File: src/sv/wrbe_pkg.sv
// Package for the watch report to input events block: types, codes and constants.
// Used by every other file of the block; depends on nothing.
`timescale 1ns / 1ps

package wrbe_pkg;

	// Widths of the report and event fields.
	localparam int BYTE_W  = 8;
	localparam int GAIN_W  = 16;
	localparam int VALUE_W = 24;
	localparam int KIND_W  = 2;
	localparam int CODE_W  = 2;
	localparam int CNT_W   = 5;
	localparam int IDX_W   = 3;

	// Debounce limit default and depth of the command queue.
	localparam int DEBOUNCE_LIMIT_DEF = 20;
	localparam int QUEUE_DEPTH        = 2;

	// Configuration register indexes.
	localparam logic [IDX_W-1:0] REG_ABS_MODE = 3'd0;
	localparam logic [IDX_W-1:0] REG_SWAP_X_Z = 3'd1;
	localparam logic [IDX_W-1:0] REG_GAIN_X   = 3'd2;
	localparam logic [IDX_W-1:0] REG_GAIN_Y   = 3'd3;
	localparam logic [IDX_W-1:0] REG_GAIN_Z   = 3'd4;

	// Gain reset value, 1.0 in Q8.8.
	localparam logic signed [GAIN_W-1:0] GAIN_ONE = 16'sd256;

	// Status codes of the report.
	localparam logic signed [BYTE_W-1:0] STATUS_MOTION = 8'sd1;
	localparam logic signed [BYTE_W-1:0] BTN1_CODE_A   = 8'sd17;
	localparam logic signed [BYTE_W-1:0] BTN1_CODE_B   = 8'sd18;
	localparam logic signed [BYTE_W-1:0] BTN2_CODE_A   = 8'sd49;
	localparam logic signed [BYTE_W-1:0] BTN2_CODE_B   = 8'sd50;
	localparam logic signed [BYTE_W-1:0] BTN3_CODE_A   = 8'sd33;
	localparam logic signed [BYTE_W-1:0] BTN3_CODE_B   = 8'sd34;

	// Button indexes.
	localparam logic [CODE_W-1:0] BTN_NONE = 2'd0;
	localparam logic [CODE_W-1:0] BTN_1    = 2'd1;
	localparam logic [CODE_W-1:0] BTN_2    = 2'd2;
	localparam logic [CODE_W-1:0] BTN_3    = 2'd3;

	// Event kinds.
	localparam logic [KIND_W-1:0] KIND_SYNC   = 2'd0;
	localparam logic [KIND_W-1:0] KIND_BUTTON = 2'd1;
	localparam logic [KIND_W-1:0] KIND_REL    = 2'd2;
	localparam logic [KIND_W-1:0] KIND_ABS    = 2'd3;

	// Axis codes.
	localparam logic [CODE_W-1:0] AXIS_X = 2'd0;
	localparam logic [CODE_W-1:0] AXIS_Y = 2'd1;
	localparam logic [CODE_W-1:0] AXIS_Z = 2'd2;

	// What the back end has to do for one report.
	typedef enum logic [2:0] {
		OP_SYNC_ONLY,
		OP_RELEASE,
		OP_PRESS,
		OP_REL,
		OP_ABS
	} op_t;

	// One classified report, as it waits in the queue.
	typedef struct packed {
		op_t                       op;
		logic [CODE_W-1:0]         button;
		logic signed [BYTE_W-1:0]  ax;
		logic signed [BYTE_W-1:0]  ay;
		logic signed [BYTE_W-1:0]  az;
	} cmd_t;

	// Configuration register contents.
	typedef struct packed {
		logic                      abs_mode;
		logic                      swap_x_z;
		logic signed [GAIN_W-1:0]  gain_x;
		logic signed [GAIN_W-1:0]  gain_y;
		logic signed [GAIN_W-1:0]  gain_z;
	} cfg_t;

endpackage

File: src/sv/wrbe_if.sv
// Channel interfaces of the watch report to input events block: reports, events, config.
// Depends on wrbe_pkg for field widths.
`timescale 1ns / 1ps

// Report channel: one watch report per beat.
interface wrbe_report_if;
	logic                                 valid;
	logic                                 ready;
	logic signed [wrbe_pkg::BYTE_W-1:0]  status_code;
	logic signed [wrbe_pkg::BYTE_W-1:0]  axis_y_raw;
	logic signed [wrbe_pkg::BYTE_W-1:0]  axis_x_raw;
	logic signed [wrbe_pkg::BYTE_W-1:0]  axis_z_raw;

	modport source (output valid, status_code, axis_y_raw, axis_x_raw, axis_z_raw,
		input ready);
	modport sink (input valid, status_code, axis_y_raw, axis_x_raw, axis_z_raw,
		output ready);
endinterface

// Event channel: one input event per beat.
interface wrbe_event_if;
	logic                                 valid;
	logic                                 ready;
	logic [wrbe_pkg::KIND_W-1:0]         event_kind;
	logic [wrbe_pkg::CODE_W-1:0]         event_code;
	logic signed [wrbe_pkg::VALUE_W-1:0] event_value;
	logic                                 last_event;

	modport source (output valid, event_kind, event_code, event_value, last_event,
		input ready);
	modport sink (input valid, event_kind, event_code, event_value, last_event,
		output ready);
endinterface

// Configuration write channel: one register write per beat.
interface wrbe_cfg_if;
	logic                                 valid;
	logic                                 ready;
	logic [wrbe_pkg::IDX_W-1:0]          index;
	logic [wrbe_pkg::GAIN_W-1:0]         data;

	modport source (output valid, index, data, input ready);
	modport sink (input valid, index, data, output ready);
endinterface

File: src/sv/wrbe_front.sv
// Front end: accepts reports, tracks the held button and debounce counter, and
// classifies each report into a command for the queue. Depends on wrbe_pkg, wrbe_if.
`timescale 1ns / 1ps

module wrbe_front #(
	parameter int DEBOUNCE_LIMIT = wrbe_pkg::DEBOUNCE_LIMIT_DEF
) (
	input  logic                clk,
	input  logic                arst_n,
	wrbe_report_if.sink         rpt,
	input  wrbe_pkg::cfg_t      cfg,
	input  logic                q_full,
	output logic                push,
	output wrbe_pkg::cmd_t      push_cmd
);
	import wrbe_pkg::*;

	logic [CODE_W-1:0] held_q;
	logic [CNT_W-1:0]  dbc_q;
	logic [CODE_W-1:0] held_n;
	logic [CNT_W-1:0]  cnt_base;
	logic              press;
	logic [CODE_W-1:0] btn_dec;

	// A report is taken whenever the queue has room.
	assign rpt.ready = !q_full;
	assign push      = rpt.valid && rpt.ready;

	// Decode the status byte into a button index; unknown codes give button 0.
	always_comb begin
		unique case (rpt.status_code) inside
			BTN1_CODE_A, BTN1_CODE_B: btn_dec = BTN_1;
			BTN2_CODE_A, BTN2_CODE_B: btn_dec = BTN_2;
			BTN3_CODE_A, BTN3_CODE_B: btn_dec = BTN_3;
			default:                  btn_dec = BTN_NONE;
		endcase
	end

	// Classify the report in priority order: release, press, motion, nothing.
	always_comb begin
		push_cmd.op     = OP_SYNC_ONLY;
		push_cmd.button = held_q;
		push_cmd.ax     = rpt.axis_x_raw;
		push_cmd.ay     = rpt.axis_y_raw;
		push_cmd.az     = rpt.axis_z_raw;
		held_n          = held_q;
		press           = 1'b0;
		if (held_q != BTN_NONE) begin
			push_cmd.op = OP_RELEASE;
			held_n      = BTN_NONE;
		end else if (rpt.status_code > STATUS_MOTION && dbc_q == '0) begin
			push_cmd.op     = OP_PRESS;
			push_cmd.button = btn_dec;
			held_n          = btn_dec;
			press           = 1'b1;
		end else if (rpt.status_code == STATUS_MOTION) begin
			if (cfg.abs_mode) begin
				push_cmd.op = OP_ABS;
				if (cfg.swap_x_z) begin
					push_cmd.ax = rpt.axis_z_raw;
					push_cmd.az = rpt.axis_x_raw;
				end
			end else begin
				push_cmd.op = OP_REL;
			end
		end
	end

	// A press starts the counter at one; it then steps once per report.
	assign cnt_base = press ? CNT_W'(1) : dbc_q;

	always_ff @(posedge clk or negedge arst_n) begin
		if (!arst_n) begin
			held_q <= BTN_NONE;
			dbc_q  <= '0;
		end else if (push) begin
			held_q <= held_n;
			if (cnt_base == '0 || cnt_base >= CNT_W'(DEBOUNCE_LIMIT)) begin
				dbc_q <= '0;
			end else begin
				dbc_q <= cnt_base + CNT_W'(1);
			end
		end
	end

endmodule

File: src/sv/wrbe_queue.sv
// Short command queue between the front end and the back end.
// Depends on wrbe_pkg for the command type and the queue depth.
`timescale 1ns / 1ps

module wrbe_queue (
	input  logic              clk,
	input  logic              arst_n,
	input  logic              push,
	input  wrbe_pkg::cmd_t    push_cmd,
	input  logic              pop,
	output logic              full,
	output logic              head_valid,
	output wrbe_pkg::cmd_t    head
);
	import wrbe_pkg::*;

	localparam int PTR_W = (QUEUE_DEPTH > 1) ? $clog2(QUEUE_DEPTH) : 1;
	localparam int CNT_QW = $clog2(QUEUE_DEPTH + 1);

	cmd_t               entry_q [QUEUE_DEPTH];
	logic [PTR_W-1:0]   wr_ptr_q;
	logic [PTR_W-1:0]   rd_ptr_q;
	logic [CNT_QW-1:0]  count_q;

	assign full       = count_q == CNT_QW'(QUEUE_DEPTH);
	assign head_valid = count_q != '0;
	assign head       = entry_q[rd_ptr_q];

	// Entry storage; no reset needed on payload.
	always_ff @(posedge clk) begin
		if (push) begin
			entry_q[wr_ptr_q] <= push_cmd;
		end
	end

	// Pointers and fill count.
	always_ff @(posedge clk or negedge arst_n) begin
		if (!arst_n) begin
			wr_ptr_q <= '0;
			rd_ptr_q <= '0;
			count_q  <= '0;
		end else begin
			if (push) begin
				wr_ptr_q <= (wr_ptr_q == PTR_W'(QUEUE_DEPTH - 1)) ? '0 : wr_ptr_q + PTR_W'(1);
			end
			if (pop) begin
				rd_ptr_q <= (rd_ptr_q == PTR_W'(QUEUE_DEPTH - 1)) ? '0 : rd_ptr_q + PTR_W'(1);
			end
			if (push && !pop) begin
				count_q <= count_q + CNT_QW'(1);
			end else if (pop && !push) begin
				count_q <= count_q - CNT_QW'(1);
			end
		end
	end

endmodule

File: src/sv/wrbe_back.sv
// Back end: expands each queued command into events, one per cycle unless stalled,
// with axis scaling multiplier before output register. Depends on wrbe_pkg, wrbe_if.
`timescale 1ns / 1ps

module wrbe_back (
	input  logic              clk,
	input  logic              arst_n,
	input  wrbe_pkg::cfg_t    cfg,
	input  logic              head_valid,
	input  wrbe_pkg::cmd_t    head,
	output logic              pop,
	wrbe_event_if.source      evt
);
	import wrbe_pkg::*;

	logic [1:0]                 idx_q;
	logic                       out_valid_q;
	logic [KIND_W-1:0]          kind_q;
	logic [CODE_W-1:0]          code_q;
	logic signed [VALUE_W-1:0]  value_q;
	logic                       last_q;

	logic                       load;
	logic [1:0]                 n_pre;
	logic                       is_sync;
	logic signed [BYTE_W-1:0]   raw;
	logic signed [GAIN_W-1:0]   gain;
	logic signed [VALUE_W-1:0]  prod;
	logic signed [VALUE_W-1:0]  prod_div;
	logic [KIND_W-1:0]          kind_n;
	logic [CODE_W-1:0]          code_n;
	logic signed [VALUE_W-1:0]  value_n;

	// Load a new event when the output register is empty or being drained.
	assign load = head_valid && (!out_valid_q || evt.ready);

	// Number of events ahead of the closing sync.
	always_comb begin
		unique case (head.op) inside
			OP_RELEASE, OP_PRESS: n_pre = 2'd1;
			OP_REL:               n_pre = 2'd2;
			OP_ABS:               n_pre = 2'd3;
			default:              n_pre = 2'd0;
		endcase
	end

	assign is_sync = idx_q == n_pre;
	assign pop     = load && is_sync;

	// Axis select and scaling; the event index doubles as the axis code.
	always_comb begin
		case (idx_q)
			AXIS_X: begin
				raw  = head.ax;
				gain = cfg.gain_x;
			end
			AXIS_Y: begin
				raw  = head.ay;
				gain = cfg.gain_y;
			end
			default: begin
				raw  = head.az;
				gain = cfg.gain_z;
			end
		endcase
	end

	// Both operands are sign-extended to the event width; the full product fits.
	assign prod = VALUE_W'(raw) * VALUE_W'(gain);

	// Divide by 256 with truncation toward zero: bias negative products first.
	assign prod_div = (prod + (prod[VALUE_W-1] ? VALUE_W'(255) : VALUE_W'(0))) >>> 8;

	// Event fields for the current index.
	always_comb begin
		kind_n  = KIND_SYNC;
		code_n  = '0;
		value_n = '0;
		if (!is_sync) begin
			unique case (head.op)
				OP_RELEASE: begin
					kind_n = KIND_BUTTON;
					code_n = head.button;
				end
				OP_PRESS: begin
					kind_n  = KIND_BUTTON;
					code_n  = head.button;
					value_n = VALUE_W'(1);
				end
				OP_REL: begin
					kind_n  = KIND_REL;
					code_n  = idx_q;
					value_n = prod_div;
				end
				OP_ABS: begin
					kind_n  = KIND_ABS;
					code_n  = idx_q;
					value_n = prod;
				end
				default: begin
					kind_n = KIND_SYNC;
				end
			endcase
		end
	end

	// Event index within the current command and the output valid flag.
	always_ff @(posedge clk or negedge arst_n) begin
		if (!arst_n) begin
			idx_q       <= '0;
			out_valid_q <= 1'b0;
		end else begin
			if (load) begin
				idx_q       <= is_sync ? 2'd0 : idx_q + 2'd1;
				out_valid_q <= 1'b1;
			end else if (evt.ready) begin
				out_valid_q <= 1'b0;
			end
		end
	end

	// Output payload register.
	always_ff @(posedge clk) begin
		if (load) begin
			kind_q  <= kind_n;
			code_q  <= code_n;
			value_q <= value_n;
			last_q  <= is_sync;
		end
	end

	assign evt.valid       = out_valid_q;
	assign evt.event_kind  = kind_q;
	assign evt.event_code  = code_q;
	assign evt.event_value = value_q;
	assign evt.last_event  = last_q;

endmodule

File: src/sv/watch_report_to_input_events.sv
// Watch report to input events: takes accelerometer watch reports and gives input
// events, each report ending in a sync event. Depends on wrbe_pkg, wrbe_if and the
// front end, queue and back end modules.
//
// A report is accepted whenever the two-entry command queue has room; the events
// leave one per cycle while the event side is ready, from a single output register,
// which holds one event at a time. A report gives one event for a lone sync, two for
// a button press or release, three for mouse motion and four for joystick motion.
// The first event of a report passes through a command queue entry and then the
// output register before it appears at the output, and is held there until taken.
// Configuration writes are taken in every cycle and must only be made while the
// block is idle.
`timescale 1ns / 1ps

module watch_report_to_input_events #(
	parameter int DEBOUNCE_LIMIT = wrbe_pkg::DEBOUNCE_LIMIT_DEF
) (
	input  logic          clk,
	input  logic          arst_n,
	wrbe_report_if.sink   rpt,
	wrbe_event_if.source  evt,
	wrbe_cfg_if.sink      cfg
);
	import wrbe_pkg::*;

	cfg_t  cfg_q;
	logic  push;
	cmd_t  push_cmd;
	logic  q_full;
	logic  pop;
	logic  head_valid;
	cmd_t  head;

	// Configuration registers; unknown indexes are dropped.
	assign cfg.ready = 1'b1;

	always_ff @(posedge clk or negedge arst_n) begin
		if (!arst_n) begin
			cfg_q.abs_mode <= 1'b0;
			cfg_q.swap_x_z <= 1'b0;
			cfg_q.gain_x   <= GAIN_ONE;
			cfg_q.gain_y   <= GAIN_ONE;
			cfg_q.gain_z   <= GAIN_ONE;
		end else if (cfg.valid && cfg.ready) begin
			unique case (cfg.index)
				REG_ABS_MODE: cfg_q.abs_mode <= cfg.data[0];
				REG_SWAP_X_Z: cfg_q.swap_x_z <= cfg.data[0];
				REG_GAIN_X:   cfg_q.gain_x   <= cfg.data;
				REG_GAIN_Y:   cfg_q.gain_y   <= cfg.data;
				REG_GAIN_Z:   cfg_q.gain_z   <= cfg.data;
				default: begin
				end
			endcase
		end
	end

	// Front end: classification and button state.
	wrbe_front #(
		.DEBOUNCE_LIMIT(DEBOUNCE_LIMIT)
	) u_front (
		.clk      (clk),
		.arst_n   (arst_n),
		.rpt      (rpt),
		.cfg      (cfg_q),
		.q_full   (q_full),
		.push     (push),
		.push_cmd (push_cmd)
	);

	// Command queue.
	wrbe_queue u_queue (
		.clk        (clk),
		.arst_n     (arst_n),
		.push       (push),
		.push_cmd   (push_cmd),
		.pop        (pop),
		.full       (q_full),
		.head_valid (head_valid),
		.head       (head)
	);

	// Back end: event generation.
	wrbe_back u_back (
		.clk        (clk),
		.arst_n     (arst_n),
		.cfg        (cfg_q),
		.head_valid (head_valid),
		.head       (head),
		.pop        (pop),
		.evt        (evt)
	);

endmodule

File: src/flat_wrapper.sv
// flat-port wrapper written by rule: the top's interface ports become plain ports
module watch_report_to_input_events_flat import wrbe_pkg::*;
#(
	parameter int DEBOUNCE_LIMIT = wrbe_pkg::DEBOUNCE_LIMIT_DEF
)
  (clk, arst_n, rpt_valid, rpt_status_code, rpt_axis_y_raw, rpt_axis_x_raw, rpt_axis_z_raw, rpt_ready, evt_valid, evt_event_kind, evt_event_code, evt_event_value, evt_last_event, evt_ready, cfg_valid, cfg_index, cfg_data, cfg_ready);
  wrbe_report_if rpt_i ();
  wrbe_event_if evt_i ();
  wrbe_cfg_if cfg_i ();
  input  logic clk;
  input  logic arst_n;
  input wire logic [$bits(rpt_i.valid)-1:0] rpt_valid;
  input wire logic [$bits(rpt_i.status_code)-1:0] rpt_status_code;
  input wire logic [$bits(rpt_i.axis_y_raw)-1:0] rpt_axis_y_raw;
  input wire logic [$bits(rpt_i.axis_x_raw)-1:0] rpt_axis_x_raw;
  input wire logic [$bits(rpt_i.axis_z_raw)-1:0] rpt_axis_z_raw;
  output wire logic [$bits(rpt_i.ready)-1:0] rpt_ready;
  output wire logic [$bits(evt_i.valid)-1:0] evt_valid;
  output wire logic [$bits(evt_i.event_kind)-1:0] evt_event_kind;
  output wire logic [$bits(evt_i.event_code)-1:0] evt_event_code;
  output wire logic [$bits(evt_i.event_value)-1:0] evt_event_value;
  output wire logic [$bits(evt_i.last_event)-1:0] evt_last_event;
  input wire logic [$bits(evt_i.ready)-1:0] evt_ready;
  input wire logic [$bits(cfg_i.valid)-1:0] cfg_valid;
  input wire logic [$bits(cfg_i.index)-1:0] cfg_index;
  input wire logic [$bits(cfg_i.data)-1:0] cfg_data;
  output wire logic [$bits(cfg_i.ready)-1:0] cfg_ready;
  assign rpt_i.valid = rpt_valid;
  assign rpt_i.status_code = rpt_status_code;
  assign rpt_i.axis_y_raw = rpt_axis_y_raw;
  assign rpt_i.axis_x_raw = rpt_axis_x_raw;
  assign rpt_i.axis_z_raw = rpt_axis_z_raw;
  assign rpt_ready = rpt_i.ready;
  assign evt_valid = evt_i.valid;
  assign evt_event_kind = evt_i.event_kind;
  assign evt_event_code = evt_i.event_code;
  assign evt_event_value = evt_i.event_value;
  assign evt_last_event = evt_i.last_event;
  assign evt_i.ready = evt_ready;
  assign cfg_i.valid = cfg_valid;
  assign cfg_i.index = cfg_index;
  assign cfg_i.data = cfg_data;
  assign cfg_ready = cfg_i.ready;
  watch_report_to_input_events #(.DEBOUNCE_LIMIT(DEBOUNCE_LIMIT)) u_core (.clk(clk), .arst_n(arst_n), .rpt(rpt_i), .evt(evt_i), .cfg(cfg_i));
endmodule
File: config.mk
export PLATFORM = sky130hd
export DESIGN_NAME = watch_report_to_input_events_flat
export DESIGN_NICKNAME = d
export VERILOG_FILES = /design/src/sv/wrbe_pkg.sv /design/src/sv/wrbe_if.sv /design/src/sv/wrbe_front.sv /design/src/sv/wrbe_queue.sv /design/src/sv/wrbe_back.sv /design/src/sv/watch_report_to_input_events.sv /design/src/flat_wrapper.sv
export SDC_FILE = /design/constraint.sdc
export NUM_CORES = 1
export LEC_CHECK = 0
export BUFFER_PORTS_ARGS = -buffer_cell sky130_fd_sc_hd__buf_2
export CORE_UTILIZATION = 40
export DETAILED_ROUTE_END_ITERATION = 8
export HOLD_SLACK_MARGIN = 0.06
export SLEW_MARGIN = 20
export SYNTH_ARGS = -nofsm -noshare
export SYNTH_HDL_FRONTEND = slang
export SYNTH_HIERARCHICAL = 1
export SYNTH_SLANG_ARGS = --single-unit
File: constraint.sdc
create_clock -name clk -period 14.8 [get_ports clk]
set_clock_uncertainty 0.1 [all_clocks]
set_input_delay 2.96 -clock clk [delete_from_list [all_inputs] [get_ports clk]]
set_output_delay 2.96 -clock clk [all_outputs]
set_load 0.05 [all_outputs]
Word level (Yosys, flattened, before mapping)
Memory sizes are Yosys's and may differ from the RTL's.
Index checks and enable logic that the tools add are counted.
{"block": "word_totals", "register_bits": 93, "ramBits": 58, "inputBits": 56, "wordCells": 111, "n_memories": 1}
{"block": "classes", "add_sub_neg": 7, "mul": 1, "order_cmp": 2, "n_eq_ne": 18, "muxes": 36, "reduce_logical": 30}
{"memory": "u_core.u_queue.entry_q", "depth": 2, "word_bits": 29, "rd": 1, "rd_clocked_by_memory_dff": 0, "wr": 1, "line_no": "wrbe_queue.sv:20", "text": "cmd_t entry_q [QUEUE_DEPTH];"}
{"operator": "$mux W8", "count": 10}
{"operator": "$pmux W24 S3", "count": 1}
{"operator": "$eq A8 B6 Y1 const B", "count": 4}
{"operator": "$pmux W16 S2", "count": 1}
{"operator": "$add A24 B9 Y24", "count": 1}
{"operator": "$mul A8 B16 Y24", "count": 1}
{"operator": "$eq A8 B5 Y1 const B", "count": 2}
{"operator": "$pmux W8 S2", "count": 1}
{"operator": "$eq A3 B2 Y1 const B", "count": 4}
{"operator": "$mux W3", "count": 4}
{"operator": "$pmux W2 S3", "count": 2}
{"operator": "$logic_not A5 Y1", "count": 2}
{"operator": "$mux W10", "count": 1}
{"operator": "$mux W2", "count": 5}
{"operator": "$mux W5", "count": 2}
{"operator": "$reduce_and A2 Y1", "count": 5}
{"operator": "$reduce_or A2 Y1", "count": 5}
{"operator": "$eq A8 B2 Y1 const B", "count": 1}
{"operator": "$gt A8 B2 Y1 const B", "count": 1}
{"operator": "$mux W1", "count": 8}
{"operator": "$reduce_bool A2 Y1", "count": 4}
{"operator": "$eq A3 B1 Y1 const B", "count": 2}
{"operator": "$eq A3 B3 Y1 const B", "count": 2}
{"operator": "$logic_and A1 B1 Y1", "count": 6}
{"operator": "13 further kinds", "count": 19}

Logic depth before layout (Yosys ltp)
An unclocked memory read counts as a cell.
{"block": "logic_depth", "depth_word": 9, "mapped_depth": 36, "ltp_nobuf": 30}

Cells and area by module
Netlist, hierarchy kept.
{"mod": "wrbe_back", "n_inst": 1, "cells_each": 834, "area_each_um2": 7153.1}
{"mod": "wrbe_queue", "n_inst": 1, "cells_each": 106, "area_each_um2": 2399.8}
{"mod": "watch_report_to_input_events", "n_inst": 1, "cells_each": 112, "area_each_um2": 1993.2}
{"mod": "wrbe_front", "n_inst": 1, "cells_each": 87, "area_each_um2": 839.6}

Least setup slack after synthesis
OpenSTA, ideal clock, no wires.
{"block": "synth_path", "path_type": "reg2reg", "start": "register u_core.u_back.idx_q[0]", "end": "register u_core.u_back.value_q[21] (netlist: u_core/u_back/evt.event_value[21]) (data pin)", "setup_ns": 0.279, "arrival_time_ns": 8.047, "required_time_ns": 14.421, "slack_ns": 6.374, "path_stages_with_launch": 34, "synth_period_minus_slack_ns": 8.426, "cell_sequence": "dfrtp_1 clkinv_1 ha_1 clkbuf_1 clkbuf_1 a22o_1 a21oi_1 clkbuf_1 nor2_1 fa_1 fa_1 fa_1 inv_1 fa_1 inv_1 ha_1 a211o_1 a211o_1 a32o_2 a211o_1 a21o_2 nand2_1 inv_1 ha_1 a21oi_1 a21o_2 o21ai_0 a2111oi_4 a211oi_2 and2_4 buf_6 a311o_1 buf_6 o211ai_1"}
{"block": "synth_via", "elab_chain_len": 6}
{"element": "start, declared", "line_no": "wrbe_back.sv:16", "text": "logic [1:0] idx_q;"}
{"element": "start signal, assigned", "line_no": "wrbe_back.sv:114", "text": "idx_q <= is_sync ? 2'd0 : idx_q + 2'd1;"}
{"element": "$eq A2 B1 Y1 or $logic_not A2 Y1 (tied branches)", "line_no": "wrbe_back.sv:52", "text": "case (idx_q)"}
{"element": "$pmux W8 S2 or $pmux W16 S2 (tied branches)", "line_no": "wrbe_back.sv:52"}
{"element": "$mul A8 B16 Y24", "line_no": "wrbe_back.sv:69", "text": "assign prod = VALUE_W'(raw) * VALUE_W'(gain);"}
{"element": "$mux W8", "line_no": "wrbe_back.sv:72", "text": "assign prod_div = (prod + (prod[VALUE_W-1] ? VALUE_W'(255) : VALUE_W'(0))) >>> 8;"}
{"element": "$add A24 B9 Y24", "line_no": "wrbe_back.sv:72"}
{"element": "$pmux W24 S3", "line_no": "wrbe_back.sv:80", "text": "unique case (head.op)"}
{"element": "end signal, assigned", "line_no": "wrbe_back.sv:127", "text": "value_q <= value_n;"}
{"element": "end, declared", "line_no": "wrbe_back.sv:20", "text": "logic signed [VALUE_W-1:0] value_q;"}
Several ways; a longest one is shown, not always the timed one.
A chain may end at the register's enable or synchronous reset.

Worst setup path after layout
{"block": "layout_path", "start": "register u_core.u_back.idx_q[0]", "end": "register u_core.u_back.value_q[23] (netlist: u_core/u_back/evt.event_value[23]) (data pin)"}
The elaborated chain is that of the path after synthesis.

==> results by group <==
Clock network
  • TritonCTS buffer count: 17
  • Post-CTS Setup Bufs: 0
  • Clock-pin slew on the worst setup and hold paths: 0.06 ns
  • # hold bufs at CTS: 0
  • Clock sink count: 151
  • Root buf cell: clkbuf_16
  • Worst skew pair latency: 0.43 ns
  • H-tree depth: 4
  • PostCTS Resize Cnt: 0
  • CTS tree: built
  • Clock Path Buffers: 2

STA
  • F_max: 105.4 MHz
  • RSZ-0062 raised after global routing: no
  • Slew margin rel.: 34.81%
  • Hold Slack: 0.3764 ns
  • Final period utilization: 64.09%
  • Final setup violating endpoints: 0
  • Max-slew violations: 0
  • Setup TNS: 0 ns
  • Final min period: 9.485 ns
  • Pin slew with the least headroom to its limit: 0.9779 ns
  • Final Hold Viols: 0

Critical path
  • CP peak stage delay: 0.55 ns
  • Max FO, Critical Path: 27
  • CP Capture Type: register
  • WP data required: 14.86 ns
  • Startpoint types: register
  • Kind of critical path: register to register
  • Slowest CP cell: fa_1
  • Critical Path AT: 9.54 ns

Logic synthesis
  • Post-synth EDFFs: 87
  • Seq cells post-synth: 151
  • FFs w/ async S/R, synth: 42.38%
  • Post-Syn Area per Cell: 10.87 sq um
  • Distinct cell type count after synthesis: 82
  • Area of the mapped netlist: 12390 sq um
  • Ys flop type: edfxtp_1
  • Net Count, Synth: 1351
  • Seq/Total Area, Yosys: 34.05%
  • Synth warn: 6
  • Post-synthesis cell count: 1139

Floorplan
  • Initial Util: 40.60%
  • Die ar.: 31670 sq um
  • Core Box Area: 30510 sq um
  • DIE WIDTH: 178.0 um
  • Die Ht: 178.0 um
  • Io pins: 88
  • Std cell rows: 64

Global routing
  • Largest net degree at the start of global routing: 65
  • First-pass GRT wire length: 44.41 mm
  • Initial antenna violation count: 0
  • Total track usage: 17.87%
  • Vias in the first global route: 8908
  • Grt ovf: 0

Finish
  • Non-filler instance count after layout: 1619
  • Synthesis-to-finish area growth: 10.74%
  • Nets: 1422
  • Share of layout cells above drive strength 1: 22.73%
  • Antenna cells: 0
  • Layout Cell Area excl Fill: 13720 sq um

Route
  • Drt drc: 0
  • Routed WL: 26.01 mm
  • Post-DR wirelength/cell: 16.07 um
  • Initial drt markers: 471
  • Via density: 5.203
  • ANT nets after route: 0
  • DRT Pass-1 Iters: 5
  • Vias: 8423

Placed design
  • Post-placement cell count: 1586
  • Final Wtd Congestion: 0.8294
  • Buffers on Ports: 86
  • DP Area: 13110 sq um
  • DP HPWL: 19.53 mm

Worst hold path
  • Hold/Removal Path Class: register to register

Job
  • MaxCap Viol Count: 0

Run status
  • Status: finished clean
placed cells by master (no fill, tap or decap), drive strengths merged, types with 8 or more instances in the layout:
master	synthesis	final
or2	23	23
mux2	95	95
ha	53	53
a211oi	10	10
fa	103	103
o21ai	29	29
dfrtp	61	61
buf	25	101
a21o	12	12
a22o	24	24
clkbuf	24	21
xor2	18	18
nand3	24	24
o22ai	10	10
nor2	112	112
o211ai	8	8
edfxtp	87	87
inv	159	165
nor2b	18	18
nand2	48	48
nand2b	13	13
and2	14	14
xnor2	22	22
a21oi	49	49
critical path: cells and delay by family, from the launching register on:
family,cells,cell delay (ns)
AOI/OAI and AO/OA,13,3.23
adders and majority gates,7,3.06
DFF,1,0.35
buffers and inverters,8,1.25
and+or+nand+nor,4,1.20
cell type report:
class / count / area, sq um
tap: 396 / 495.5
clock buffer: 21 / 481.7
sequential: 151 / 4219
inverter: 160 / 600.6
timing repair buffer: 101 / 550.5
clock inverter: 11 / 108.9
multi-input combinational: 779 / 7259
fill: 2858 / 16790
registers in the layout, summed over array words and instances (netlist names):
name                           cells
u_core/u_queue/entry_q            58
u_core/cfg_q                      50
u_core/u_back/evt.event_value     24
u_core/u_front/dbc_q               5
u_core/u_back/evt.event_code       2
u_core/u_back/evt.event_kind       2
u_core/u_back/idx_q                2
u_core/u_front/held_q              2
u_core/u_queue/count_q             2
u_core/u_back/evt.last_event       1
u_core/u_back/evt.valid            1
u_core/u_queue/rd_ptr_q            1
u_core/u_queue/wr_ptr_q            1
logic make-up after synthesis:
kind of cell	synth area share, %
compound gates	10.57
fa+ha+maj	22.00
xor+xnor	2.829
buf+inv	7.385
other cells	0.03028
flops	34.05
mux	10.40
simple gates	12.74
per-stage QoR:
stage	setup WS, ns	utilization (%)
floorplan	6.374	-
global placement	5.416	42.96
detailed placement	5.163	42.96
CTS	5.175	44.89
global route	4.792	44.96
finish	5.315	44.96
worst paths after layout:
check                                                       from                                              end  slack (ns)  depth (start not counted)
max                           u_core/u_back/idx_q[0]$_DFFE_PN0P_  u_core/u_back/evt.event_value[23]$_SDFFCE_PP0P_        5.32                         32
min                        u_core/u_queue/count_q[1]$_DFFE_PN0P_            u_core/u_queue/count_q[1]$_DFFE_PN0P_        0.38                          1
max reg2reg                   u_core/u_back/idx_q[0]$_DFFE_PN0P_  u_core/u_back/evt.event_value[23]$_SDFFCE_PP0P_        5.32                         32
min reg2reg                u_core/u_queue/count_q[1]$_DFFE_PN0P_            u_core/u_queue/count_q[1]$_DFFE_PN0P_        0.38                          1
max in group asynchronous                                 arst_n              u_core/u_queue/rd_ptr_q$_DFFE_PN0P_       11.39                          2
min in group asynchronous                                 arst_n              u_core/u_front/dbc_q[3]$_DFFE_PN0P_        2.61                          2
cells in the mapped netlist, types with 4 or more instances:
master,count,share of area [%]
a22o_1,24,1.7
and2_1,11,0.56
o22ai_1,10,0.51
o31ai_1,4,0.24
o21ai_1,9,0.36
a211o_1,6,0.42
a21o_1,9,0.55
and3_1,6,0.30
xor2_1,18,1.3
nor4b_1,4,0.28
inv_1,159,4.8
a21oi_1,49,2.0
nor2b_1,18,0.91
or3_1,4,0.20
edfxtp_1,87,21
nand2b_1,13,0.66
mux2_2,45,4.1
mux2_4,50,6.1
nand2_1,47,1.4
clkbuf_1,24,0.73
o21bai_1,4,0.24
nand3_1,24,0.97
a211oi_1,7,0.42
ha_1,53,5.4
or2_2,23,1.2
nand4_1,5,0.25
buf_4,12,0.73
nor3b_1,4,0.24
nor2_1,112,3.4
o21ai_0,20,0.81
dfrtp_1,61,12
buf_6,9,0.82
o211ai_1,8,0.48
fa_1,103,17
o32ai_1,4,0.28
xnor2_1,22,1.6
layer usage:
metal / up-vias / track usage (%) / share of wire, %
li1: 4007 / - / -
met1: 4235 / 22.57 / 45
met2: 154 / 31.49 / 50
met3: 27 / 2.806 / 3.3
met4: 0 / 4.879 / 1.4
met5: - / 0 / 0
Power is not shown: default switching activity piles up to over one toggle a cycle in this logic, so the estimate is an artifact.
